File: src/rtl/dci_pkg.sv
// ----------------------------------------------------------------------------
// dci_pkg
// Shared types and constants of the dipole calibration inversion unit.
// ----------------------------------------------------------------------------
`default_nettype none

package dci_pkg;

    localparam int RAD_SHIFT  = 36;
    localparam int ROOT_SHIFT = 20;
    localparam int SQ_IN_W    = 84;
    localparam int SQ_ROOT_W  = 42;
    localparam int SQ_REM_W   = 46;
    localparam int SQ_STEPS   = 42;
    localparam int CNT_W      = 6;

    localparam logic signed [63:0] Q40_ONE   = 64'sh0000_0100_0000_0000;
    localparam logic signed [63:0] S64_MAX   = 64'sh7FFF_FFFF_FFFF_FFFF;
    localparam logic signed [63:0] S64_MIN   = 64'sh8000_0000_0000_0000;

    typedef enum logic [2:0]
    {
        REG_COEF_A  = 3'd0,
        REG_COEF_B  = 3'd1,
        REG_COEF_C  = 3'd2,
        REG_COEF_D  = 3'd3,
        REG_COEF_E  = 3'd4,
        REG_VOLTAGE = 3'd5,
        REG_OFFSET  = 3'd6,
        REG_UNUSED  = 3'd7
    } cfg_reg_t;

    typedef enum logic [1:0]
    {
        SH_FRAC = 2'd0,
        SH_RAD  = 2'd1,
        SH_ROOT = 2'd2
    } shift_t;

    typedef struct packed
    {
        logic               start;
        logic signed [63:0] a;
        logic signed [63:0] b;
        shift_t             sel;
    } mul_req_t;

    typedef struct packed
    {
        logic               done;
        logic signed [63:0] res;
    } mul_rsp_t;

    function automatic logic signed [63:0] sat_add(input logic signed [63:0] x,
                                                   input logic signed [63:0] y);
        logic signed [64:0] sum;
        sum = {x[63], x} + {y[63], y};
        if (sum[64] != sum[63])
        begin
            return sum[64] ? S64_MIN : S64_MAX;
        end
        return sum[63:0];
    endfunction

endpackage

`default_nettype wire

File: src/rtl/dci_fifo.sv
// ----------------------------------------------------------------------------
// dci_fifo
// Two-entry queue of targets between the front and the bisection engine.
// ----------------------------------------------------------------------------
`default_nettype none

module dci_fifo
    import dci_pkg::*;
(
    input  wire logic               clk,
    input  wire logic               rst_n,
    input  wire logic               push,
    output      logic               push_ready,
    input  wire logic signed [63:0] push_data,
    output      logic               pop_valid,
    input  wire logic               pop,
    output      logic signed [63:0] pop_data
);

    logic signed [63:0] mem_reg [2];
    logic               wptr_reg, wptr_next;
    logic               rptr_reg, rptr_next;
    logic [1:0]         cnt_reg, cnt_next;
    logic               do_push, do_pop;

    assign push_ready = (cnt_reg != 2'd2);
    assign pop_valid  = (cnt_reg != 2'd0);
    assign pop_data   = mem_reg[rptr_reg];
    assign do_push    = push && push_ready;
    assign do_pop     = pop && pop_valid;

    always_comb
    begin
        wptr_next = wptr_reg ^ do_push;
        rptr_next = rptr_reg ^ do_pop;
        cnt_next  = cnt_reg + {1'b0, do_push} - {1'b0, do_pop};
    end

    always_ff @(posedge clk or negedge rst_n)
    begin
        if (!rst_n)
        begin
            wptr_reg <= 1'b0;
            rptr_reg <= 1'b0;
            cnt_reg  <= 2'd0;
        end
        else
        begin
            wptr_reg <= wptr_next;
            rptr_reg <= rptr_next;
            cnt_reg  <= cnt_next;
        end
    end

    always_ff @(posedge clk)
    begin
        if (do_push)
        begin
            mem_reg[wptr_reg] <= push_data;
        end
    end

endmodule

`default_nettype wire

File: config.mk
export PLATFORM = sky130hd
export DESIGN_NAME = dci_fifo
export DESIGN_NICKNAME = d
export VERILOG_FILES = /design/src/rtl/dci_pkg.sv /design/src/rtl/dci_fifo.sv
export SDC_FILE = /design/constraint.sdc
export NUM_CORES = 1
export LEC_CHECK = 0
export BUFFER_PORTS_ARGS = -buffer_cell sky130_fd_sc_hd__buf_2
export CAP_MARGIN = 20
export CORE_ASPECT_RATIO = 1.25
export CORE_UTILIZATION = 35
export DETAILED_ROUTE_END_ITERATION = 16
export GPL_TIMING_DRIVEN = 0
export PLACE_DENSITY = 0.63
export SYNTH_ARGS = -nofsm -noshare
export SYNTH_HDL_FRONTEND = slang
export SYNTH_SLANG_ARGS = --single-unit
export TNS_END_PERCENT = 50
File: constraint.sdc
create_clock -name clk -period 4.3 [get_ports clk]
set_input_delay 0.645 -clock clk [delete_from_list [all_inputs] [get_ports clk]]
set_output_delay 0.645 -clock clk [all_outputs]
set_load 0.01 [all_outputs]
# Word-level counts from Yosys, hierarchy flattened
# Memory sizes are Yosys's and may differ from the RTL's.
# Cells that the tools add are included.
# word_totals
reg_bits,4
ram_bits,128
input_bits,68
out_inout_bits,66
wordCells,14
n_memories,1
# mem_list
memory,words,width,read_ports,rd_ports_with_merged_regs,write_ports,line,text
mem_reg,2,64,1,0,1,dci_fifo.sv:20,logic signed [63:0] mem_reg [2];
# classes
addsub,2
eq_ne,1
n_mux,2
bitwise,2
reduce_logical,3
# ops
operator,n
2-bit by 1-bit adder with 2-bit output,1
1-bit logical AND,2
1-bit two-way mux,2
2-bit != test (second input constant),1
2-bit nonzero test,1
2-bit by 1-bit subtractor with 2-bit output,1
1-bit XOR,2

# Longest topological paths before layout
# Gate-level depths: netlist of run 1.
# depth
word_depth,4
ltp_mapped,5

# Worst setup path before layout of run 1
# Ideal clock, no wire load.
# synth_timing
kind,input to register
from,input push
to,memory mem_reg[0][0] (enable)
t_arrival_ns,2.305
required_time_ns,3.871
setup_slack_ns,1.566
path_stages,2
path_cell_list,and2_1 ha_1
# synth_via
elab_chain_cells,3
# synth_rtl
item,line,text
"start, declared",dci_fifo.sv:12,"input wire logic push,"
1-bit logical AND,dci_fifo.sv:29,assign do_push = push && push_ready;
1-bit two-way mux,dci_fifo.sv:57,if (do_push)
1-bit two-way mux (not written as such),dci_fifo.sv:59,mem_reg[wptr_reg] <= push_data;
"end, declared",dci_fifo.sv:20,
# No other way between the ends.

# Worst setup path after layout of run 1
# layout_timing
from,register rptr_reg
to,output pop_data[19]
# layout_via
elab_chain_cells,1
# layout_rtl
item,line,text
"start, declared",dci_fifo.sv:22,"logic rptr_reg, rptr_next;"
"start signal, assigned",dci_fifo.sv:50,rptr_reg <= rptr_next;
memory 2 x 64 bit,n/a,
"end, declared",dci_fifo.sv:17,output logic signed [63:0] pop_data
# No other way between the ends.

==> flow_metrics.tcl, run 1 <==
set metrics [dict create \
    die_area_um2 14400 \
    r2r_start "cnt_reg[0]" \
    grt_max_degree 65 \
    final-setup-viol-count 0 \
    drt_wl_total_mm 8.79 \
    p_leak_uw 0.00236 \
    r2r_cells 2 \
    antennaDiodeCount 0 \
    yosys_warnings 0 \
    r2r_setup_slack_ns 2.46 \
    initial_utilization_pct 36.3 \
    cts.sinks 132 \
    grt_usage_pct 13.0 \
    maxSlewViolCount 0 \
    timing.rr.end "mem_reg[1][50]" \
    worstPathMaxFanout 10 \
    final_area_um2 6280 \
    numPortBuffers 133 \
    hp-class "in -> async" \
    drtAntennaViolNets 0 \
    largest_register_ffs 128 \
    tightest_slew_ns 0.924 \
    min_period_ns 2.28 \
    critical_path.top_delay_family "buffers and inverters" \
    row_count 47 \
    via_count 2501 \
    nets 445 \
    tns_ns 0 \
    vias_per_cell 4.49 \
    die_h_um 134 \
    maxCapViolCount 0 \
    pwr-share-comb_pct 29.4 \
    timing.slew.headroom_pct 38.4 \
    critPathArrivalTime_ns 1.63 \
    root_buffer "clkbuf_16" \
    max_freq_mhz 439 \
    ctsHoldBuffers 0 \
    ys_ff_latch 132 \
    slowest_delay_ns 0.35 \
    synth.avg_cell_area_um2 21.9 \
    clk_latency_ns 0.40 \
    peakVddDrop_mv 0.429 \
    detailed_place_hpwl_mm 5.67 \
    clockBufferDepth 2 \
    final_core_util_pct 46.9 \
    drt-wirelength-per-cell_um 15.8 \
    gp_congestion 0.697 \
    period_share_pct 53.0 \
    drtIter0Drc 59 \
    crit_chain "buf_4 -> buf_6 -> mux2_2 -> buf_2" \
    cp.required_ns 3.65 \
    worstSetupStartpointType "flip-flop" \
    powerDensity_nw_per_um2 684 \
    finClkSkew_ns 0.00622 \
    cts-resized-gates 0 \
    cts_post_setup_buffers_inserted 0 \
    ys_seq_area_share_pct 81.1 \
    status "finished, final reports clean" \
    switchingPower_uw 1220 \
    p_clk_share_pct 28.0 \
    crit_path_top_delay_cell "mux2_2" \
    antenna_found_initial 0 \
    io_pins 134 \
    drive_gt1_share_pct 60.9 \
    areaGrowthSynthToFinish_pct 29.2 \
    rsz0062_at_grt "no" \
    holdWs_ns 0.0432 \
    p_seq_share_pct 42.6 \
    switching_share_pct 28.5 \
    dr.pass1.iters 4 \
    grt_remaining_overflow 0 \
    htreeDepth 4 \
    crit_type "reg -> out" \
    dpl_cell_area_um2 5790 \
    postSynthNetCount 292 \
    syn-cell-area_um2 4860 \
    tritoncts "built" \
    die_x_um 107 \
    cts_inserted_buffers 17 \
    grt_pass1_wl_mm 13.7 \
    clk_transition_reported_paths_ns 0.05 \
    crit_buf_inv 3 \
    grt_pass1_vias 2762 \
    hold_viol 0 \
    post-route-drc-count 0 \
    p_int_uw 3080 \
    synth_cell_types 21 \
    end_kind "output port" \
    coreArea_um2 13400 \
    synthCells 222 \
]
==> layout make-up <==
cell class | instances | area, um^2
fill | 1209 | 7120
sequential | 132 | 3940
multi-input combinational | 81 | 860
timing repair buffer | 134 | 693
clock buffer | 17 | 425
tap | 171 | 214
clock inverter | 13 | 71.3
buffer | 7 | 68.8
inverter | 2 | 7.51
==> layer usage <==
layer / global-route usage (%) / routed length [um]
met1: 13.6 / 3390
met2: 23.0 / 4650
met3: 5.00 / 628
met4: 5.71 / 113
met5: 0 / 0
==> layout by cell type, fill, tap and decap left out, types with 2 or more instances in the layout <==
cell type	Yosys	final
buf_2	1	134
edfxtp_1	128	128
mux2_2	64	64
clkbuf_16	0	17
clkinv_2	0	6
buf_6	5	5
clkinvlp_4	0	4
dfrtp_1	4	4
clkinv_1	0	3
inv_1	2	2
nor2_1	2	2
xnor2_1	2	2
==> cell usage after synthesis <==
cell      number  area share, %
nor2_1         2           0.15
inv_1          2           0.15
and3_1         1           0.13
buf_6          5            1.2
dfrtp_1        4            2.1
edfxtp_1     128             79
nand2_1        1          0.077
a21bo_1        1           0.21
o21ai_0        1           0.10
nand3_1        1           0.10
buf_4          1           0.15
buf_2          1           0.10
and2_1         1           0.13
or2_2          1           0.13
a32oi_1        1           0.18
a211oi_1       1           0.15
ha_1           2           0.51
mux2_2        64             15
nor2b_1        1           0.13
xnor2_1        2           0.36
nand2b_1       1           0.13
==> worst reg2reg max path, cell delays in order (launching register included) <==
cell and delay, ns:
dfrtp_1 0.44, nand2b_1 0.18, and3_4 0.83
==> metrics by stage <==
step | total power, uW | setup WS, ns | std cells
floorplan | 2660 | 1.57 | 222
global placement | 3120 | 0.537 | 526
detailed placement | 3160 | 2.24 | 527
CTS | 4400 | 1.96 | 557
global route | 4540 | 1.93 | 557
finish | 4300 | 2.02 | 557
==> worst max path at each step <==
stage / startpoint / to / slack [ns] / cells after the start
after CTS: rptr_reg / pop_data[43] / 1.96 / 4
after detailed placement: push / mem_reg[1][52] / 2.24 / 2
after global routing: rptr_reg / pop_data[43] / 1.93 / 4
after global placement: push / mem_reg[0][46] / 0.54 / 3
after floorplan: push / mem_reg[0][0] / 1.57 / 2
final: rptr_reg / pop_data[19] / 2.02 / 4
==> power by group through the flow <==
stage	sequential [uW]	clock (uW)	combinational, uW
after detailed placement	1860	0	1300
after global routing	1860	1300	1380
after floorplan	1850	0	811
after CTS	1840	1250	1310
after global placement	1870	0	1250
final	1830	1200	1270
==> kinds of logic after synthesis <==
kind of cell / after synthesis / share of synthesized area, %
AO/OA/AOI/OAI: 4 / 0.643
XOR/XNOR: 2 / 0.360
adder cells (fa/ha/maj): 2 / 0.515
buffers and inverters: 9 / 1.57
flip-flops: 132 / 81.1
multiplexers: 64 / 14.8
AND/OR/NAND/NOR: 9 / 0.978
No activity file was read; power rests on OpenSTA's default activity.
==> run 2: changes to the inputs <==
Settings changed: PLACE_DENSITY 0.63 to 0.65.
Clock period 4.3 ns to 1.95 ns, I/O delays scaled along.
==> run 2 against run 1 <==
Effect of this change:
- non-clock buffer count up 5
- critical path depth did not move
- sequential power grew 120%
- register-to-register slack got worse by 2.3 ns
- worst setup slack worse by 2.0 ns
- die area unchanged
- final cell count rose by 1.1%
- via count is 2.8% higher
- sequential share of layout area shrank 1.2 points
- power grew 130%
- critical endpoint is now pop_data[10]
- largest cell class unchanged
==> flow_metrics.tcl, run 2 (synthesis gave the netlist of run 1 again) <==
set metrics [dict create \
    max_freq_mhz 531 \
    die_x_um 107 \
    use_met3_pct 4.52 \
    worstSetupStartpointType "flip-flop" \
    largest_register_ffs 128 \
    root_buffer "clkbuf_16" \
    via_count 2572 \
    maxSlewViolCount 0 \
    grt_usage_pct 13.1 \
    cp.required_ns 1.66 \
    drtAntennaViolNets 0 \
    drive_gt1_share_pct 61.2 \
    seq_area_um2 3940 \
    nets 451 \
    timing.slew.headroom_pct 45.6 \
    powerDensity_nw_per_um2 1550 \
    final_area_um2 6410 \
    peakVddDrop_mv 0.782 \
    grtUsageMet2_pct 22.9 \
    cts.sinks 132 \
    finClkSkew_ns 0.0134 \
    multiInputGateArea_um2 867 \
    hold_depth 1 \
    coreArea_um2 13400 \
    gr-max-usage-layer "met2" \
    p_leak_uw 0.00243 \
    clk_latency_ns 0.41 \
    numPortBuffers 133 \
    hold_viol 0 \
    drtIter0Drc 93 \
    antenna_found_initial 0 \
    clk_transition_reported_paths_ns 0.05 \
    grt_remaining_overflow 0 \
    use_met1_pct 13.7 \
    dr.pass1.iters 4 \
    areaGrowthSynthToFinish_pct 31.9 \
    rsz0062_at_grt "yes" \
    holdWs_ns 0.0683 \
    grt_pass1_vias 2781 \
    hp-class "in -> reg" \
    r2r_cells 2 \
    grt_max_degree 65 \
    dp_slack_ns -0.0479 \
    die_h_um 134 \
    detailed_place_hpwl_mm 5.41 \
    tritoncts "built" \
    dpl_cell_area_um2 5760 \
    setup_ws_ns 0.0670 \
    nFillCells 1214 \
    grt_pass1_wl_mm 13.7 \
    final-setup-viol-count 0 \
    status "finished, final reports clean" \
    post-route-drc-count 0 \
    drt-wirelength-per-cell_um 16.1 \
    end_kind "output port" \
    io_pins 134 \
    die_area_um2 14400 \
    clockBufferDepth 2 \
    row_count 47 \
    worstPathMaxFanout 10 \
    min_period_ns 1.88 \
    gp_congestion 0.659 \
    maxCapViolCount 0 \
    critPathArrivalTime_ns 1.59 \
    vias_per_cell 4.57 \
    layout_common_cells "134 x buf_2, 128 x edfxtp_1, 64 x mux2_2" \
    drt_wl_total_mm 9.08 \
    initial_utilization_pct 36.3 \
    period_share_pct 96.6 \
    htreeDepth 4 \
    final_common_cell "buf_2" \
    antennaDiodeCount 0 \
    tightest_slew_ns 0.817 \
    cts_inserted_buffers 17 \
    crit_type "reg -> out" \
]
==> run 2: worst paths after layout <==
| path | start | endpoint | slack, ns |
|---|---|---|---|
| worst max-delay path | rptr_reg | pop_data[10] | 0.07 |
| worst min-delay path | push_data[42] | mem_reg[0][42] | 0.07 |
| worst max register to register | cnt_reg[0] | mem_reg[1][33] | 0.17 |
| worst min register to register | cnt_reg[0] | cnt_reg[0] | 0.64 |
| max in group asynchronous | rst_n | wptr_reg | 1.60 |
| min in group asynchronous | rst_n | cnt_reg[1] | 0.23 |
==> run 2: layout make-up <==
cell class	instances	area share, %
sequential	132	61.5
clock inverter	12	1.81
clock buffer	18	6.69
multi-input combinational	82	13.5
inverter	2	0.117
tap	171	3.34
timing repair buffer	139	11.6
buffer	7	1.37
==> run 2: layer usage <==
layer | wire length (um) | vias up
li1 | - | 1200
met1 | 3540 | 1274
met2 | 4850 | 87
met3 | 549 | 11
met4 | 141 | 0
met5 | 0 | -
==> run 2: power by group <==
| group | switching [uW] | total, uW | internal (uW) |
|---|---|---|---|
| clock | 1100 | 2940 | 1840 |
| combinational | 1510 | 2940 | 1430 |
| sequential | 160 | 4040 | 3880 |
==> run 2: worst max-delay path, stage by stage (launching register included) <==
cell and delay (ns):
dfrtp_1 0.36, buf_8 0.17, buf_6 0.17, mux2_2 0.34, buf_2 0.14
==> run 2: timing repair <==
| action | CTS | global route |
|---|---|---|
| setup buffers | 1 | 4 |
| gates cloned | 0 | 1 |
| hold buffers | 1 | 0 |
| endpoints found under the hold margin | 4 | 0 |
| pin swaps | 0 | 1 |
| endpoints found under the setup margin | 94 | 142 |
| resized for setup | 1 | 4 |
==> run 2: per-stage QoR <==
| stage | util [%] | total power, uW | TNS [ns] | instances |
|---|---|---|---|---|
| floorplan | - | 5860 | 0 | 222 |
| global route | 47.8 | 10400 | -0.220 | 563 |
| finish | 47.8 | 9930 | 0 | 563 |
| detailed placement | 43.0 | 6910 | -2.81 | 526 |
| CTS | 47.3 | 9960 | 0 | 558 |
| global placement | 42.9 | 6840 | -22.18 | 526 |
==> run 3: changes to the inputs <==
Settings changed: CELL_PAD_IN_SITES_DETAIL_PLACEMENT from default to 1, CELL_PAD_IN_SITES_GLOBAL_PLACEMENT from default to 2, CORE_UTILIZATION 35 to 34, PLACE_DENSITY 0.65 to 0.81.
Clock period 1.95 ns to 1.6 ns, I/O delays scaled along.
==> run 3 against run 2 <==
Effect of this change:
- largest cell class unchanged
- power grew 25%
- clock-buffer cell count up 2
- the flow now finishes with violations (negative setup slack)
- utilization is 0.96 points lower
==> flow_metrics.tcl, run 3 (synthesis gave the netlist of run 1 again) <==
set metrics [dict create \
    nFillCells 1347 \
    antennaDiodeCount 0 \
    die_area_um2 14800 \
    drt_wl_total_mm 9.63 \
    dr.pass1.iters 4 \
    clk_latency_ns 0.40 \
    max_freq_mhz 543 \
    worstPathMaxFanout 10 \
    min_period_ns 1.84 \
    grt_pass1_wl_mm 14.2 \
    die_x_um 109 \
    die_h_um 136 \
    tritoncts "built" \
    hold_viol 0 \
    dp_slack_ns -0.377 \
    nets 452 \
    cts.sinks 132 \
    drive_gt1_share_pct 63.0 \
    crit_type "reg -> out" \
    numPortBuffers 133 \
    maxSlewViolCount 0 \
    slowest_delay_ns 0.40 \
    worstSetupStartpointType "flip-flop" \
    grt_pass1_vias 2696 \
    drtAntennaViolNets 0 \
    final_core_util_pct 46.9 \
    timing.slew.headroom_pct 67.4 \
    root_buffer "clkbuf_16" \
    maxCapViolCount 0 \
    rsz0062_at_grt "yes" \
    via_count 2583 \
    detailed_place_hpwl_mm 5.86 \
    cts_inserted_buffers 17 \
    finClkSkew_ns 0.0111 \
    status "finished, violations left" \
    critPathArrivalTime_ns 1.60 \
    drtIter0Drc 76 \
    crit_buf_inv 3 \
    row_count 48 \
    tns_ns -13.43 \
    initial_utilization_pct 35.0 \
    grt_remaining_overflow 0 \
    final-setup-viol-count 64 \
    io_pins 134 \
    setup_ws_ns -0.240 \
    areaGrowthSynthToFinish_pct 33.7 \
    grt_usage_pct 13.5 \
    dpl_cell_area_um2 5770 \
    powerDensity_nw_per_um2 1910 \
    antenna_found_initial 0 \
    coreArea_um2 13900 \
    final_area_um2 6500 \
    clockBufferDepth 2 \
    final_common_cell "buf_2" \
    htreeDepth 4 \
    vias_per_cell 4.53 \
    period_share_pct 115 \
    layout_common_cells "131 x buf_2, 128 x edfxtp_1, 64 x mux2_2" \
    violations "negative setup slack" \
    drt-wirelength-per-cell_um 16.9 \
    clk_transition_reported_paths_ns 0.06 \
    p_total_uw 12400 \
    largest_register_ffs 128 \
    crit_chain "buf_12 -> buf_8 -> mux2_2 -> buf_2" \
    multiInputGateArea_um2 883 \
    tightest_slew_ns 0.490 \
    grt_max_degree 33 \
    p_leak_uw 0.00246 \
    post-route-drc-count 0 \
    hp-class "in -> reg" \
    seq_area_um2 3950 \
    peakVddDrop_mv 0.806 \
    gp_congestion 0.638 \
    crit_path_top_delay_cell "dfrtp_1" \
    end_kind "output port" \
    cp.required_ns 1.36 \
    critical_path.top_delay_family "buffers and inverters" \
]
==> run 3: cell count changes in the layout (fill, tap and decap cells not counted), sizes merged <==
cell      change
clkinvlp      +2
clkinv        -2
clkbuf        +3
==> run 3: final timing paths <==
check,startpoint,to,slack (ns),depth (start not counted)
setup reg to reg,cnt_reg[0],mem_reg[1][55],0.12,2
setup / recovery,rptr_reg,pop_data[9],-0.24,4
hold / removal,push_data[38],mem_reg[1][38],0.03,1
max in group asynchronous,rst_n,cnt_reg[0],1.29,2
min in group asynchronous,rst_n,cnt_reg[1],0.17,2
hold reg to reg,cnt_reg[0],cnt_reg[0],0.60,1
==> run 3: area by class of cell <==
cell class	count	area share, %
buffer	7	1.58
tap	175	3.37
timing repair buffer	140	11.6
inverter	2	0.115
sequential	132	60.7
clock inverter	12	2.02
multi-input combinational	82	13.6
clock buffer	20	7.03
==> run 3: through the flow <==
step                      cells  hold slack, ns
after floorplan             222         -0.0556
after global placement      530          0.0553
after detailed placement    530          0.0559
after CTS                   569         0.00548
after global routing        570         0.00200
final                       570          0.0265
==> run 3: timing repair <==
action / in CTS / in global routing
pin swaps: 1 / 0
hold buffers: 1 / 0
hold endpoints to repair: 4 / 0
setup buffers: 5 / 1
resized for setup: 5 / 10
endpoints found under the setup margin: 192 / 129
cloned: 1 / 0
==> run 3: report_power, final <==
group	leakage [uW]	total, uW	switching, uW	internal (uW)
Sequential	0.00124	4950	216	4730
Clock	0.000278	3770	1400	2370
Combinational	0.000944	3690	1870	1830
Total	0.00246	12400	3480	8930
==> run 3: metal layers <==
| layer | up-vias | share of wire [%] | GRT usage (%) |
|---|---|---|---|
| li1 | 1205 | - | - |
| met1 | 1298 | 41 | 15.1 |
| met2 | 74 | 53 | 23.5 |
| met3 | 6 | 5.0 | 4.18 |
| met4 | 0 | 1.0 | 5.48 |
| met5 | - | 0 | 0 |
==> run 3: worst reg2reg max path: cells and delay by family, from the launching register on <==
| kind | cells | cell delay, ns |
|---|---|---|
| AND/OR/NAND/NOR | 2 | 0.67 |
| flip-flops | 1 | 0.42 |
