**config.mk**
```make
export PLATFORM = sky130hd
export DESIGN_NAME = dci_front
export DESIGN_NICKNAME = d
export VERILOG_FILES = /design/src/rtl/dci_pkg.sv /design/src/rtl/dci_front.sv
export SDC_FILE = /design/constraint.sdc
export NUM_CORES = 1
export LEC_CHECK = 0
export BUFFER_PORTS_ARGS = -buffer_cell sky130_fd_sc_hd__buf_2
export CELL_PAD_IN_SITES_DETAIL_PLACEMENT = 1
export CELL_PAD_IN_SITES_GLOBAL_PLACEMENT = 2
export CORE_MARGIN = 4
export CORE_UTILIZATION = 27
export DETAILED_ROUTE_END_ITERATION = 8
export PLACE_DENSITY_LB_ADDON = 0.1
export SLEW_MARGIN = 20
export SYNTH_ARGS = -nofsm -noshare
export SYNTH_HDL_FRONTEND = slang
export SYNTH_SLANG_ARGS = --single-unit
```
**constraint.sdc**
```tcl
create_clock -name clk -period 1.9 [get_ports clk]
set_input_delay 0.095 -clock clk [delete_from_list [all_inputs] [get_ports clk]]
set_output_delay 0.095 -clock clk [all_outputs]
set_load 0.01 [all_outputs]
```
**src/rtl/dci_pkg.sv**
```systemverilog
// ----------------------------------------------------------------------------
// dci_pkg
// Shared types and constants of the dipole calibration inversion unit.
// ----------------------------------------------------------------------------
`default_nettype none

package dci_pkg;

    localparam int RAD_SHIFT  = 36;
    localparam int ROOT_SHIFT = 20;
    localparam int SQ_IN_W    = 84;
    localparam int SQ_ROOT_W  = 42;
    localparam int SQ_REM_W   = 46;
    localparam int SQ_STEPS   = 42;
    localparam int CNT_W      = 6;

    localparam logic signed [63:0] Q40_ONE   = 64'sh0000_0100_0000_0000;
    localparam logic signed [63:0] S64_MAX   = 64'sh7FFF_FFFF_FFFF_FFFF;
    localparam logic signed [63:0] S64_MIN   = 64'sh8000_0000_0000_0000;

    typedef enum logic [2:0]
    {
        REG_COEF_A  = 3'd0,
        REG_COEF_B  = 3'd1,
        REG_COEF_C  = 3'd2,
        REG_COEF_D  = 3'd3,
        REG_COEF_E  = 3'd4,
        REG_VOLTAGE = 3'd5,
        REG_OFFSET  = 3'd6,
        REG_UNUSED  = 3'd7
    } cfg_reg_t;

    typedef enum logic [1:0]
    {
        SH_FRAC = 2'd0,
        SH_RAD  = 2'd1,
        SH_ROOT = 2'd2
    } shift_t;

    typedef struct packed
    {
        logic               start;
        logic signed [63:0] a;
        logic signed [63:0] b;
        shift_t             sel;
    } mul_req_t;

    typedef struct packed
    {
        logic               done;
        logic signed [63:0] res;
    } mul_rsp_t;

    function automatic logic signed [63:0] sat_add(input logic signed [63:0] x,
                                                   input logic signed [63:0] y);
        logic signed [64:0] sum;
        sum = {x[63], x} + {y[63], y};
        if (sum[64] != sum[63])
        begin
            return sum[64] ? S64_MIN : S64_MAX;
        end
        return sum[63:0];
    endfunction

endpackage

`default_nettype wire

```
**src/rtl/dci_front.sv**
```systemverilog
// ----------------------------------------------------------------------------
// dci_front
// Input stage: takes a current beat and forms the Q.40 target.
// ----------------------------------------------------------------------------
`default_nettype none

module dci_front
    import dci_pkg::*;
(
    input  wire logic               clk,
    input  wire logic               rst_n,
    input  wire logic               in_valid,
    output      logic               in_ready,
    input  wire logic [31:0]        in_current,
    input  wire logic [31:0]        offset,
    output      logic               tgt_valid,
    input  wire logic               tgt_ready,
    output      logic signed [63:0] tgt_data
);

    logic               valid_reg, valid_next;
    logic signed [63:0] target_reg;
    logic signed [32:0] diff;

    assign in_ready  = !valid_reg || tgt_ready;
    assign tgt_valid = valid_reg;
    assign tgt_data  = target_reg;
    assign diff      = $signed({in_current[31], in_current}) - $signed({offset[31], offset});

    always_comb
    begin
        valid_next = valid_reg;
        if (in_ready)
        begin
            valid_next = in_valid;
        end
    end

    always_ff @(posedge clk or negedge rst_n)
    begin
        if (!rst_n)
        begin
            valid_reg <= 1'b0;
        end
        else
        begin
            valid_reg <= valid_next;
        end
    end

    always_ff @(posedge clk)
    begin
        if (in_ready && in_valid)
        begin
            target_reg <= {{7{diff[32]}}, diff, 24'd0};
        end
    end

endmodule

`default_nettype wire

```
# After elaboration in Yosys (flattened, before gate mapping)
# Cells that the tools add are included.
# word_totals
ff_bits,34
latch_bits,0
mem_bits_rw,0
romBits,0
input_bits,68
output_inout_bits,66
elab_cells,6
memories,0
# op_classes
n_addsub,1
mul,0
div,0
order_cmp,0
eq_ne,0
shifts,0
n_mux,0
bitwise,0
n_reduce_logical,3
# op_table
operator,n
$sub A32 B32 Y33,1
$logic_and A1 B1 Y1,1
$logic_not A1 Y1,1
$logic_or A1 B1 Y1,1

# Depth between registers and ports, before layout
# Gate-level depths: netlist of run 1.
# logic_depth
word_depth,3
depth_mapped,11
ltp_nobuf,11

# Least setup slack after synthesis of run 1
# No wires, ideal clock.
# synth_timing
path_type,in2reg
start,input port offset[15]
end,"register target_reg[54], in the netlist tgt_data[54] (data pin)"
arrival_time_ns,1.930
t_required_ns,1.642
slack_ns,-0.288
path_stages,10
n_path_buf,0
path_cell_list,inv_1 -> ha_1 -> a21o_1 -> a2111oi_2 -> o41ai_1 -> or4_1 -> a21oi_2 -> o31ai_1 -> a21oi_2 -> xnor2_1
# synth_via
elab_chain_cells,1
# synth_lines
item,line_no,source
start: declaration,dci_front.sv:15,"input wire logic [31:0] offset,"
$sub A32 B32 Y33,dci_front.sv:28,"assign diff = $signed({in_current[31], in_current}) - $signed({offset[31], offset});"
via diff[30],dci_front.sv:23,logic signed [32:0] diff;
end signal: assignment,dci_front.sv:55,"target_reg <= {{7{diff[32]}}, diff, 24'd0};"
end: declaration,dci_front.sv:22,logic signed [63:0] target_reg;
# The timed path passes the listed nets, and every way through them passes these cells.
# A chain may end at the register's enable or synchronous reset.

# Final worst setup path of run 1
# Ends and elaborated chain as after synthesis.

==> impl_results.rst, run 1 <==
.. list-table::
   :header-rows: 1

   * - Metric
     - Value
   * - Switching power as a share of total power
     - 30.3%
   * - Area delta synth->final
     - 62.3%
   * - Leakage Power
     - 2.40 nW
   * - Combinational group share of total power
     - 38.8%
   * - Synthesized-area fraction occupied by and/or/nand/nor cells
     - between 10 and 15%
   * - Overall die width
     - 114 um
   * - Vias per Instance
     - approximately 4.5
   * - Part of the power in registers
     - roughly 28%
   * - I/O pins
     - about 130
   * - Power Total
     - 0.00343 W
   * - Via Count
     - 3055
   * - Largest family of logic cells by synthesized area
     - compound AO/OA/AOI/OAI gates
   * - Syn Inst Count
     - 343
   * - DRC violations left
     - 0
   * - Required @ worst endpoint
     - around 1.9 ns
   * - RePlAce Congestion
     - 0.860
   * - Number of max-cap violations
     - 0
   * - Total clock buffers created by CTS
     - 5
   * - Xor and xnor area share after synthesis
     - 8.59%
   * - Full die area
     - 13100 um^2
   * - Wire length of the first global-routing pass
     - 15600 um
   * - Post-synthesis compound-gate area fraction
     - 18.8%
   * - Cell area after synthesis
     - a little over 3000 um^2
   * - Cell mode on critical path
     - sky130_fd_sc_hd__a21oi_2
   * - Final count of negative-setup-slack endpoints
     - 6
   * - Max Transition Viols Final
     - 0
   * - Nature of the critical path endpoint
     - flop
   * - Setup repair after global routing missed its margin
     - yes
   * - Post-synth cell types
     - 42
   * - Initial core utilization
     - approximately 28%
   * - Routed Antenna Nets
     - 0
   * - Hold path cells
     - 2
   * - Final worst path period share
     - 106%
   * - Pre-Repair DR Iteration Count
     - 4
   * - Worst-case reg-to-reg path depth
     - 3
   * - Placed insts
     - ~660
   * - Category of the most critical setup path
     - input pin to flop
   * - Chain of cells forming the critical path
     - buf_6 > inv_4 > ha_4 > a21o_1 > a2111oi_4 > o41ai_2 > or4_1 > a21oi_2 > o31ai_2 > a21oi_2 > xnor2_1
   * - EDFF count, synth
     - 33
   * - Fraction of synthesized cell area taken by the top area cell type
     - about 32%
   * - Number of global-route vias before repair
     - 3217
   * - I/O Buffers
     - 109
   * - Detailed-route wire length per cell
     - roughly 15 um
   * - Clk Latency, worst-skew pair
     - ~0.28 ns
   * - Warnings, synthesis
     - 0
   * - Number of core rows
     - 38
   * - Mean post-synth cell area
     - between 8 and 9 um^2
   * - Die span in y
     - 114 um
   * - Final setup skew
     - around 0.0098 ns
   * - Final core utilization
     - 45.2%
   * - Part of the power in the clock network
     - between 30 and 40%
   * - Async set-or-reset flop fraction in the synthesized netlist
     - 2.94%
   * - Share of synthesized area occupied by flip-flops and latches
     - 33.2%
   * - Final #Nets
     - 636
   * - Total net switching power
     - 0.00104 W
   * - Post-synth top flop
     - sky130_fd_sc_hd__edfxtp_1
   * - Violations in the final reports
     - negative setup slack
   * - Pwr dens
     - 691 nW/um^2
   * - Maximum number of pins on one net before global-route repair
     - 34
   * - Buffer depth of the longest clock path
     - 2
   * - Run status
     - finished, violations left
   * - CTS root buf
     - sky130_fd_sc_hd__clkbuf_16
   * - Slack of the critical path
     - -0.108 ns
   * - CTS tree
     - built
   * - Hold Worst Slack
     - 0.0247 ns
   * - Synthesized-area fraction occupied by adder cells
     - 13.7%
   * - Initial detailed-routing violation count
     - 74
   * - Biggest area consumer among synthesized cells
     - sky130_fd_sc_hd__edfxtp_1
   * - Largest driver fanout on the critical path
     - 2
   * - Achievable Freq
     - 0.498 GHz
   * - Wire length reported by the detailed router
     - 9930 um
   * - Critical Path Slowest Stage Cell
     - sky130_fd_sc_hd__or4_1
   * - GRT overflow
     - 0
   * - Peak ir drop on the vdd network
     - 327 uV
   * - Crit path launch type
     - input pin
   * - Count of final hold-check violations
     - 0
   * - Post-route non-filler standard cell count
     - between 600 and 700
   * - Clock sinks
     - 34
   * - Multiplexer share of the synthesized area
     - 0%
   * - Class of the tightest hold or removal check
     - input pin to flop
   * - H-Tree Level Count
     - 2
   * - Antenna cells
     - 0
   * - Worst stage delay on the critical path
     - roughly 0.42 ns
   * - Clock transition at path regs
     - 0.06 ns
   * - Number of flip-flops and latches in the synthesized netlist
     - 34
   * - Core ar.
     - 11000 um^2
   * - Initial antenna violation count
     - 0
   * - Synth area leaders
     - sky130_fd_sc_hd__edfxtp_1 32%, sky130_fd_sc_hd__ha_1 13%, sky130_fd_sc_hd__buf_4 7.6%
   * - Cell Int Power
     - 0.00239 W
   * - Half-perimeter wire length after detailed placement
     - 8070 um
   * - Proportion of layout cells with a drive suffix above 1
     - 48.9%
   * - Period minus WS final
     - 2.01 ns
   * - Worst path arrival time
     - between 2 and 2.5 ns
   * - Global router's overall resource usage
     - ~15%
## synth_stat cells, types with 2 or more instances
| cell type | count |
|---|---|
| sky130_fd_sc_hd__inv_1 | 43 |
| sky130_fd_sc_hd__xnor2_1 | 19 |
| sky130_fd_sc_hd__nor2_1 | 20 |
| sky130_fd_sc_hd__a21oi_1 | 31 |
| sky130_fd_sc_hd__o21a_1 | 4 |
| sky130_fd_sc_hd__nor2b_1 | 3 |
| sky130_fd_sc_hd__clkbuf_1 | 4 |
| sky130_fd_sc_hd__a21oi_2 | 3 |
| sky130_fd_sc_hd__o2111ai_1 | 3 |
| sky130_fd_sc_hd__nand4_1 | 3 |
| sky130_fd_sc_hd__a41oi_1 | 2 |
| sky130_fd_sc_hd__and2_1 | 2 |
| sky130_fd_sc_hd__edfxtp_1 | 33 |
| sky130_fd_sc_hd__o211ai_1 | 2 |
| sky130_fd_sc_hd__nand2b_1 | 3 |
| sky130_fd_sc_hd__nand3_1 | 10 |
| sky130_fd_sc_hd__o21bai_1 | 4 |
| sky130_fd_sc_hd__nand2_1 | 21 |
| sky130_fd_sc_hd__a31oi_1 | 4 |
| sky130_fd_sc_hd__nor3_1 | 9 |
| sky130_fd_sc_hd__buf_4 | 31 |
| sky130_fd_sc_hd__o41ai_1 | 2 |
| sky130_fd_sc_hd__and3_1 | 3 |
| sky130_fd_sc_hd__ha_1 | 32 |
| sky130_fd_sc_hd__a21o_1 | 11 |
| sky130_fd_sc_hd__o21ai_0 | 14 |
| sky130_fd_sc_hd__a311oi_1 | 2 |
| sky130_fd_sc_hd__xor2_1 | 11 |
## routing by layer
layer	vias up	routed length [um]	GRT usage (%)	share of wire, %
met3	4	519	2.64	5.2
met1	1429	4400	19.2	44
met4	0	30	2.45	0.30
li1	1537	-	-	-
met2	85	4980	25.2	50
met5	-	0	0	0
## worst max-delay path: cells and delay by family
kind | cells | cell delay [ns]
XOR/XNOR | 1 | 0.07
AND/OR/NAND/NOR | 1 | 0.42
AO/OA/AOI/OAI | 6 | 1.11
adder cells (fa/ha/maj) | 1 | 0.18
buffers and inverters | 2 | 0.14
## final timing paths
| path | from | endpoint | slack, ns |
|---|---|---|---|
| setup / recovery | offset[15] | tgt_data[54] | -0.11 |
| hold / removal | in_valid | tgt_valid | 0.02 |
| setup reg to reg | tgt_valid | tgt_data[35] | 0.67 |
| hold reg to reg | tgt_valid | tgt_valid | 0.53 |
| max in group asynchronous | rst_n | tgt_valid | 1.70 |
| min in group asynchronous | rst_n | tgt_valid | 0.12 |
## flip-flops by register name, indices dropped and copies added, names as in the netlist
register / cells
tgt_valid: 1
tgt_data: 33
## cell families (layout without fill, tap and decap cells)
group                      after synthesis  after routing
AOI/OAI and AO/OA                       88             88
xor gates and xnor gates                30             30
adders and majority gates               33             33
buffers and inverters                   78            248
DFF                                     34             34
other                                    1             24
and+or+nand+nor                         79             79
## repair_timing
item | CTS | global route
gates resized for setup | 35 | 28
pin swaps | 21 | 25
hold buffers | 1 | 0
endpoints found under the hold margin | 1 | 0
cloned | 0 | 0
setup buffers | 0 | 6
setup endpoints to repair | 11 | 14
## through the flow
step	setup slack, ns	setup TNS, ns	area, um^2
finish	-0.108	-0.267	4970
detailed placement	-0.595	-6.11	4410
floorplan	-0.149	-0.407	3320
global placement	-0.527	-5.35	4410
CTS	-0.143	-0.438	4800
global route	-0.233	-1.18	4970
## placed cells by master (no fill, tap or decap), types with 12 or more instances in the layout
cell type                  synthesis  routed
sky130_fd_sc_hd__buf_2             0      98
sky130_fd_sc_hd__buf_4            31      85
sky130_fd_sc_hd__inv_1            43      35
sky130_fd_sc_hd__edfxtp_1         33      33
sky130_fd_sc_hd__a21oi_1          31      27
sky130_fd_sc_hd__conb_1            1      24
sky130_fd_sc_hd__nand2_1          21      19
sky130_fd_sc_hd__nor2_1           20      19
sky130_fd_sc_hd__xnor2_1          19      18
sky130_fd_sc_hd__ha_1             32      18
sky130_fd_sc_hd__buf_6             0      12
## area by class of cell
type                            instances  area [um^2]
Tap cell                              140          175
Fill cell                            1287         6010
Clock buffer                            6          139
Timing Repair Buffer                  197         1290
Inverter                               43          184
Clock inverter                          2         60.1
Sequential cell                        34         1020
Multi-Input combinational cell        254         2100
## power groups by stage
stage / Sequential (W) / Combinational (W) / Clock [W]
2_1_floorplan: 0.00104 / 0.000669 / 0
3_3_place_gp: 0.000990 / 0.00118 / 0
3_5_place_dp: 0.000993 / 0.00120 / 0
4_1_cts: 0.000979 / 0.00127 / 0.00114
5_1_grt: 0.000986 / 0.00146 / 0.00117
6_report: 0.000977 / 0.00133 / 0.00112
Note: power is estimated with default switching activity, not from simulation.
==> run 2: changes to the inputs <==
CORE_UTILIZATION = 24   (was 27)
CTS_BUF_LIST = sky130_fd_sc_hd__clkbuf_16   (was unset)
SKIP_CTS_REPAIR_TIMING = 1   (was unset)
clock period = 1.6 ns   (was 1.9 ns; I/O delays follow)
==> run 2 against run 1 <==
Compared with the run above:
- the run still ends with negative setup slack left
- power increased by 10%
- sequential share of layout area decreased by 0.70 points
- clock skew increased by 0.0021 ns
- first-iteration DRC count decreased by 28%
- non-clock buffer count increased by 9
- count of clock-buffer cells in the layout decreased by 1
- sequential cell count unchanged
- cell count increased by 5.5%
- sequential power increased by 19%
- design area increased by 3.5%
- combinational power increased by 27%
- global-route usage decreased by 1.4 points
- largest cell class unchanged
==> impl_results.rst, run 2 (synthesis results as in run 1) <==
.. list-table::
   :header-rows: 1

   * - Metric
     - Value
   * - Overall die width
     - 121 um
   * - Initial detailed-routing violation count
     - 53
   * - Post-Place Setup Slack
     - -0.864 ns
   * - Via Count
     - about 3100
   * - Wire length reported by the detailed router
     - 9960 um
   * - Cell mode on critical path
     - sky130_fd_sc_hd__a21oi_2
   * - Part of the power in the clock network
     - ~25%
   * - Buffer depth of the longest clock path
     - 2
   * - Final setup skew
     - 0.0119 ns
   * - RePlAce Congestion
     - slightly above 0.8
   * - Achievable Freq
     - about 0.49 GHz
   * - Register-to-Register Setup Slack
     - 0.41 ns
   * - Final count of negative-setup-slack endpoints
     - 17
   * - Post-route non-filler standard cell count
     - 713
   * - Number of core rows
     - 40
   * - Wire length of the first global-routing pass
     - about 16000 um
   * - GRT overflow
     - 0
   * - Clock sinks
     - 34
   * - Maximum number of pins on one net before global-route repair
     - 34
   * - I/O pins
     - 134
   * - H-Tree Level Count
     - 2
   * - Initial antenna violation count
     - 0
   * - Global router's overall resource usage
     - approximately an eighth
   * - Cell Int Power
     - 0.00254 W
   * - Count of final hold-check violations
     - 0
   * - Total net switching power
     - about 0.0012 W
   * - Violations in the final reports
     - negative setup slack
   * - Register area
     - 1020 um^2
   * - Chain of cells forming the critical path
     - buf_2 > inv_12 > ha_4 > and2_4 > a2111oi_4 > o41ai_2 > or4_1 > a21oi_2 > o31ai_2 > a21oi_2 > xnor2_1
   * - Required @ worst endpoint
     - 1.62 ns
   * - Period minus WS final
     - roughly 2.0 ns
   * - Class of the tightest hold or removal check
     - input pin to flop
   * - Max Transition Viols Final
     - 0
   * - Number of max-cap violations
     - 0
   * - Number of global-route vias before repair
     - 3208
   * - Switching power as a share of total power
     - 32.8%
   * - Largest register FFs
     - 33
   * - Total of fill cells in the finished design
     - 1439
   * - Clock transition at path regs
     - around 0.050 ns
   * - I/O Buffers
     - approximately 110
   * - Pwr dens
     - 734 nW/um^2
   * - Leading cell types in the layout, fill and taps excluded
     - 103 x sky130_fd_sc_hd__buf_2, 89 x sky130_fd_sc_hd__buf_4, 37 x sky130_fd_sc_hd__inv_1
   * - Category of the most critical setup path
     - input pin to flop
   * - Most common cell after layout, fill and taps aside
     - sky130_fd_sc_hd__buf_2
   * - Largest delay share family, worst path
     - compound AO/OA/AOI/OAI gates
   * - Area delta synth->final
     - 68.1%
   * - Routed Antenna Nets
     - 0
   * - Total clock buffers created by CTS
     - 5
   * - Placed insts
     - 698
   * - DRC violations left
     - 0
   * - CTS root buf
     - sky130_fd_sc_hd__clkbuf_16
   * - Final worst path period share
     - 128%
   * - Largest driver fanout on the critical path
     - 3
   * - Antenna cells
     - 0
   * - Critical Path Slowest Stage Cell
     - sky130_fd_sc_hd__or4_1
   * - Clk Latency, worst-skew pair
     - between 0.2 and 0.3 ns
   * - Run status
     - finished, violations left
   * - Worst path arrival time
     - 2.06 ns
   * - Setup repair after global routing missed its margin
     - yes
   * - Proportion of layout cells with a drive suffix above 1
     - a little over half
   * - Detailed-route wire length per cell
     - 14.0 um
   * - CTS tree
     - built
   * - Pre-Repair DR Iteration Count
     - 4
   * - Number of buffers and inverters on the critical path
     - 2
   * - Core ar.
     - 12300 um^2
   * - Slack of the critical path
     - -0.442 ns
   * - Full die area
     - 14600 um^2
   * - Worst stage delay on the critical path
     - 0.43 ns
   * - Half-perimeter wire length after detailed placement
     - 8380 um
   * - Initial core utilization
     - approximately 25%
   * - Peak ir drop on the vdd network
     - around 370 uV
   * - Multi-input combinational cell area
     - 2220 um^2
   * - Vias per Instance
     - 4.30
   * - Final #Nets
     - 645
   * - Crit path launch type
     - input pin
   * - Nature of the critical path endpoint
     - flop
   * - Die span in y
     - 121 um
   * - Leakage Power
     - 2.45 nW
   * - Part of the power in registers
     - 30.6%
   * - Combinational group share of total power
     - between 40% and 50%
==> run 2: per-layer routing <==
layer  GRT usage [%]  up-vias  wire, um
met3            2.80        2       565
met2            21.8       83      4660
met4            1.91        0        35
met1            18.1     1427      4700
li1                -     1554         -
met5               0        -         0
==> run 2: layout make-up <==
class,instances,share of cell area (%)
Inverter,43,3.72
Clock buffer,5,2.43
Sequential cell,34,19.8
Multi-Input combinational cell,254,43.2
Clock inverter,3,0.219
Timing Repair Buffer,206,26.5
Tap cell,168,4.09
==> run 2: through the flow <==
stage	hold slack [ns]	util [%]	setup TNS (ns)	instance area, um^2	power [W]
2_1_floorplan	-0.216	-	-3.64	3400	0.00205
3_5_place_dp	-0.144	37.5	-12.23	4600	0.00268
3_3_place_gp	-0.145	37.5	-11.72	4600	0.00266
6_report	0.0218	41.9	-3.97	5140	0.00377
4_1_cts	-0.433	38.7	-5.62	4740	0.00363
5_1_grt	0.0337	41.9	-5.52	5140	0.00404
==> run 2: path summary, 6_finish.rpt <==
path	start	endpoint	cells after the start
max in group asynchronous	rst_n	tgt_valid	2
setup reg to reg	tgt_valid	tgt_data[52]	3
hold / removal	in_valid	tgt_valid	2
hold reg to reg	tgt_valid	tgt_valid	2
setup / recovery	offset[17]	tgt_data[54]	11
min in group asynchronous	rst_n	tgt_valid	2
==> run 2: worst register-to-register path: cells and delay by family, from the launching register on <==
kind / cells / cell delay (ns)
buffers and inverters: 1 / 0.22
DFF: 1 / 0.37
and+or+nand+nor: 2 / 0.29
==> run 2: power groups by stage <==
stage / clock (W) / sequential [W] / combinational, W
global route: 0.00101 / 0.00117 / 0.00187
floorplan: 0 / 0.00123 / 0.000819
detailed placement: 0 / 0.00118 / 0.00151
CTS: 0.000955 / 0.00116 / 0.00152
finish: 0.000925 / 0.00116 / 0.00169
global placement: 0 / 0.00117 / 0.00148
==> run 3: changes to the inputs <==
CORE_UTILIZATION = 27   (was 24)
clock period = 2.2 ns   (was 1.6 ns; I/O delays follow)
==> run 3 against run 2 <==
Compared with the run above:
- the flow now finishes without violations
- sequential cell count stayed put
- core utilization is 1.8 points lower
- sequential power is 28% lower
- clock skew is 0.0063 ns lower
- combinational power is 41% lower
- clock power is 12% lower
- count of clock-buffer cells in the layout stayed put
- critical endpoint unchanged
- largest power group unchanged
==> impl_results.rst, run 3 (synthesis results as in run 1) <==
.. list-table::
   :header-rows: 1

   * - Metric
     - Value
   * - Initial antenna violation count
     - 0
   * - Routed wire length on met2
     - about 4600 um
   * - Vias per Instance
     - 4.48
   * - I/O Buffers
     - 109
   * - RePlAce Congestion
     - roughly 0.78
   * - Area delta synth->final
     - 44.1%
   * - Hold Worst Slack
     - 0.0394 ns
   * - Class of the tightest hold or removal check
     - input pin to flop
   * - Power Total
     - 0.00265 W
   * - Via Count
     - 2944
   * - Antenna cells
     - 0
   * - Chain of cells forming the critical path
     - buf_2 > inv_2 > ha_4 > a21o_1 > a2111oi_4 > o41ai_2 > or4_1 > a21oi_2 > o31ai_2 > a21oi_2 > xnor2_1
   * - Buffer depth of the longest clock path
     - 2
   * - Switching power as a share of total power
     - 31.1%
   * - Count of final hold-check violations
     - 0
   * - H-Tree Level Count
     - 2
   * - Period minus WS final
     - between 2 and 2.5 ns
   * - Cell mode on critical path
     - sky130_fd_sc_hd__a21oi_2
   * - Largest driver fanout on the critical path
     - 2
   * - Highest metal layer with signal wires
     - met4
   * - Die span in y
     - 114 um
   * - Wire length of the first global-routing pass
     - 14800 um
   * - Initial detailed-routing violation count
     - 62
   * - Critical Path Slowest Stage Cell
     - sky130_fd_sc_hd__or4_1
   * - Global router's overall resource usage
     - 13.9%
   * - Number of max-cap violations
     - 0
   * - Proportion of layout cells with a drive suffix above 1
     - 39.8%
   * - Pre-Repair DR Iteration Count
     - 4
   * - Maximum number of pins on one net before global-route repair
     - 34
   * - Number of global-route vias before repair
     - 3092
   * - Number of core rows
     - 38
   * - CTS tree
     - built
   * - Worst stage delay on the critical path
     - 0.43 ns
   * - Cell Int Power
     - 0.00182 W
   * - Placed insts
     - roughly 650
   * - Run status
     - finished clean
   * - Final #Nets
     - just over 600
   * - Combinational group share of total power
     - a little under two fifths
   * - Worst path arrival time
     - ~2.1 ns
   * - Pwr dens
     - 600 nW/um^2
   * - Overall die width
     - 114 um
   * - Required @ worst endpoint
     - approximately 2.2 ns
   * - Total clock buffers created by CTS
     - 5
   * - Part of the power in registers
     - about a third
   * - Initial core utilization
     - 27.9%
   * - Final count of negative-setup-slack endpoints
     - 0
   * - Setup TNS
     - 0 ns
   * - Full die area
     - 13100 um^2
   * - Core ar.
     - between 10000 and 15000 um^2
   * - Half-perimeter wire length after detailed placement
     - 7810 um
   * - Achievable Freq
     - 0.484 GHz
   * - Post-route non-filler standard cell count
     - 657
   * - Total net switching power
     - ~0.00082 W
   * - Clk Latency, worst-skew pair
     - 0.28 ns
   * - Leading cell types in the layout, fill and taps excluded
     - 109 x sky130_fd_sc_hd__buf_2, 68 x sky130_fd_sc_hd__buf_4, 42 x sky130_fd_sc_hd__inv_1
   * - Clock transition at path regs
     - 0.06 ns
   * - Routed Antenna Nets
     - 0
   * - Detailed-route wire length per cell
     - approximately 14 um
   * - Final worst path period share
     - 93.9%
   * - Wire length on met3
     - 513 um
   * - DRC violations left
     - 0
   * - Wire length reported by the detailed router
     - 9240 um
   * - Category of the most critical setup path
     - input pin to flop
   * - Nature of the critical path endpoint
     - flop
   * - Peak ir drop on the vdd network
     - 245 uV
   * - DP Area
     - around 4100 um^2
   * - Leakage Power
     - about 2.2 nW
   * - Final setup skew
     - roughly 0.0056 ns
   * - Max Transition Viols Final
     - 0
   * - CTS root buf
     - sky130_fd_sc_hd__clkbuf_16
   * - I/O pins
     - 134
   * - Post-route met1 wirelength
     - 4080 um
   * - Most common cell after layout, fill and taps aside
     - sky130_fd_sc_hd__buf_2
   * - Crit path launch type
     - input pin
   * - Clock sinks
     - 34
   * - Final Instance Area
     - 4410 um^2
   * - GRT overflow
     - 0
   * - Largest register FFs
     - 33
   * - Part of the power in the clock network
     - 30.7%
run 3: changes by cell type in the layout (fill, tap and decap cells not counted), sizes merged:
cell | previous run | this run
bufinv | 0 | 1
buf | 205 | 177
inv | 45 | 43
clkinv | 1 | 2
run 3: path summary, 6_finish.rpt:
| kind | from | cells past startpoint | slack (ns) | end |
|---|---|---|---|---|
| min in group asynchronous | rst_n | 2 | 0.14 | tgt_valid |
| hold reg to reg | tgt_valid | 2 | 0.55 | tgt_valid |
| setup / recovery | offset[15] | 11 | 0.14 | tgt_data[54] |
| setup reg to reg | tgt_valid | 3 | 0.81 | tgt_data[29] |
| max in group asynchronous | rst_n | 2 | 1.98 | tgt_valid |
| hold / removal | in_valid | 2 | 0.04 | tgt_valid |
run 3: critical path: cells and delay by family:
family / cells / cell delay [ns]
fa+ha+maj: 1 / 0.20
buf+inv: 2 / 0.16
simple gates: 1 / 0.43
compound gates: 6 / 1.12
xor+xnor: 1 / 0.08
run 3: final cells by class:
cell class | instances | area [um^2]
clock buffers | 5 | 125
flip-flops and latches | 34 | 1020
fillers | 1344 | 6570
clock inverters | 3 | 40.0
well taps | 140 | 175
inverters | 43 | 161
repair buffers | 178 | 1070
multi-input cells | 254 | 1830
run 3: per-stage QoR:
step                setup WS, ns  util, %
CTS                       -0.131     39.1
finish                     0.135     40.2
global placement          -0.389     37.6
floorplan                 0.0120        -
detailed placement        -0.426     37.6
global route             -0.0332     40.2
run 3: power groups by stage:
stage	Combinational, W	Clock, W	Sequential [W]
detailed placement	0.000962	0	0.000857
global placement	0.000954	0	0.000854
floorplan	0.000534	0	0.000896
finish	0.000992	0.000812	0.000841
CTS	0.000969	0.000835	0.000843
global route	0.00111	0.000859	0.000849
run 3: routing by layer:
layer / GRT usage (%) / up-vias
li1: - / 1502
met1: 18.5 / 1349
met2: 23.6 / 84
met3: 2.33 / 9
met4: 3.17 / 0
met5: 0 / -
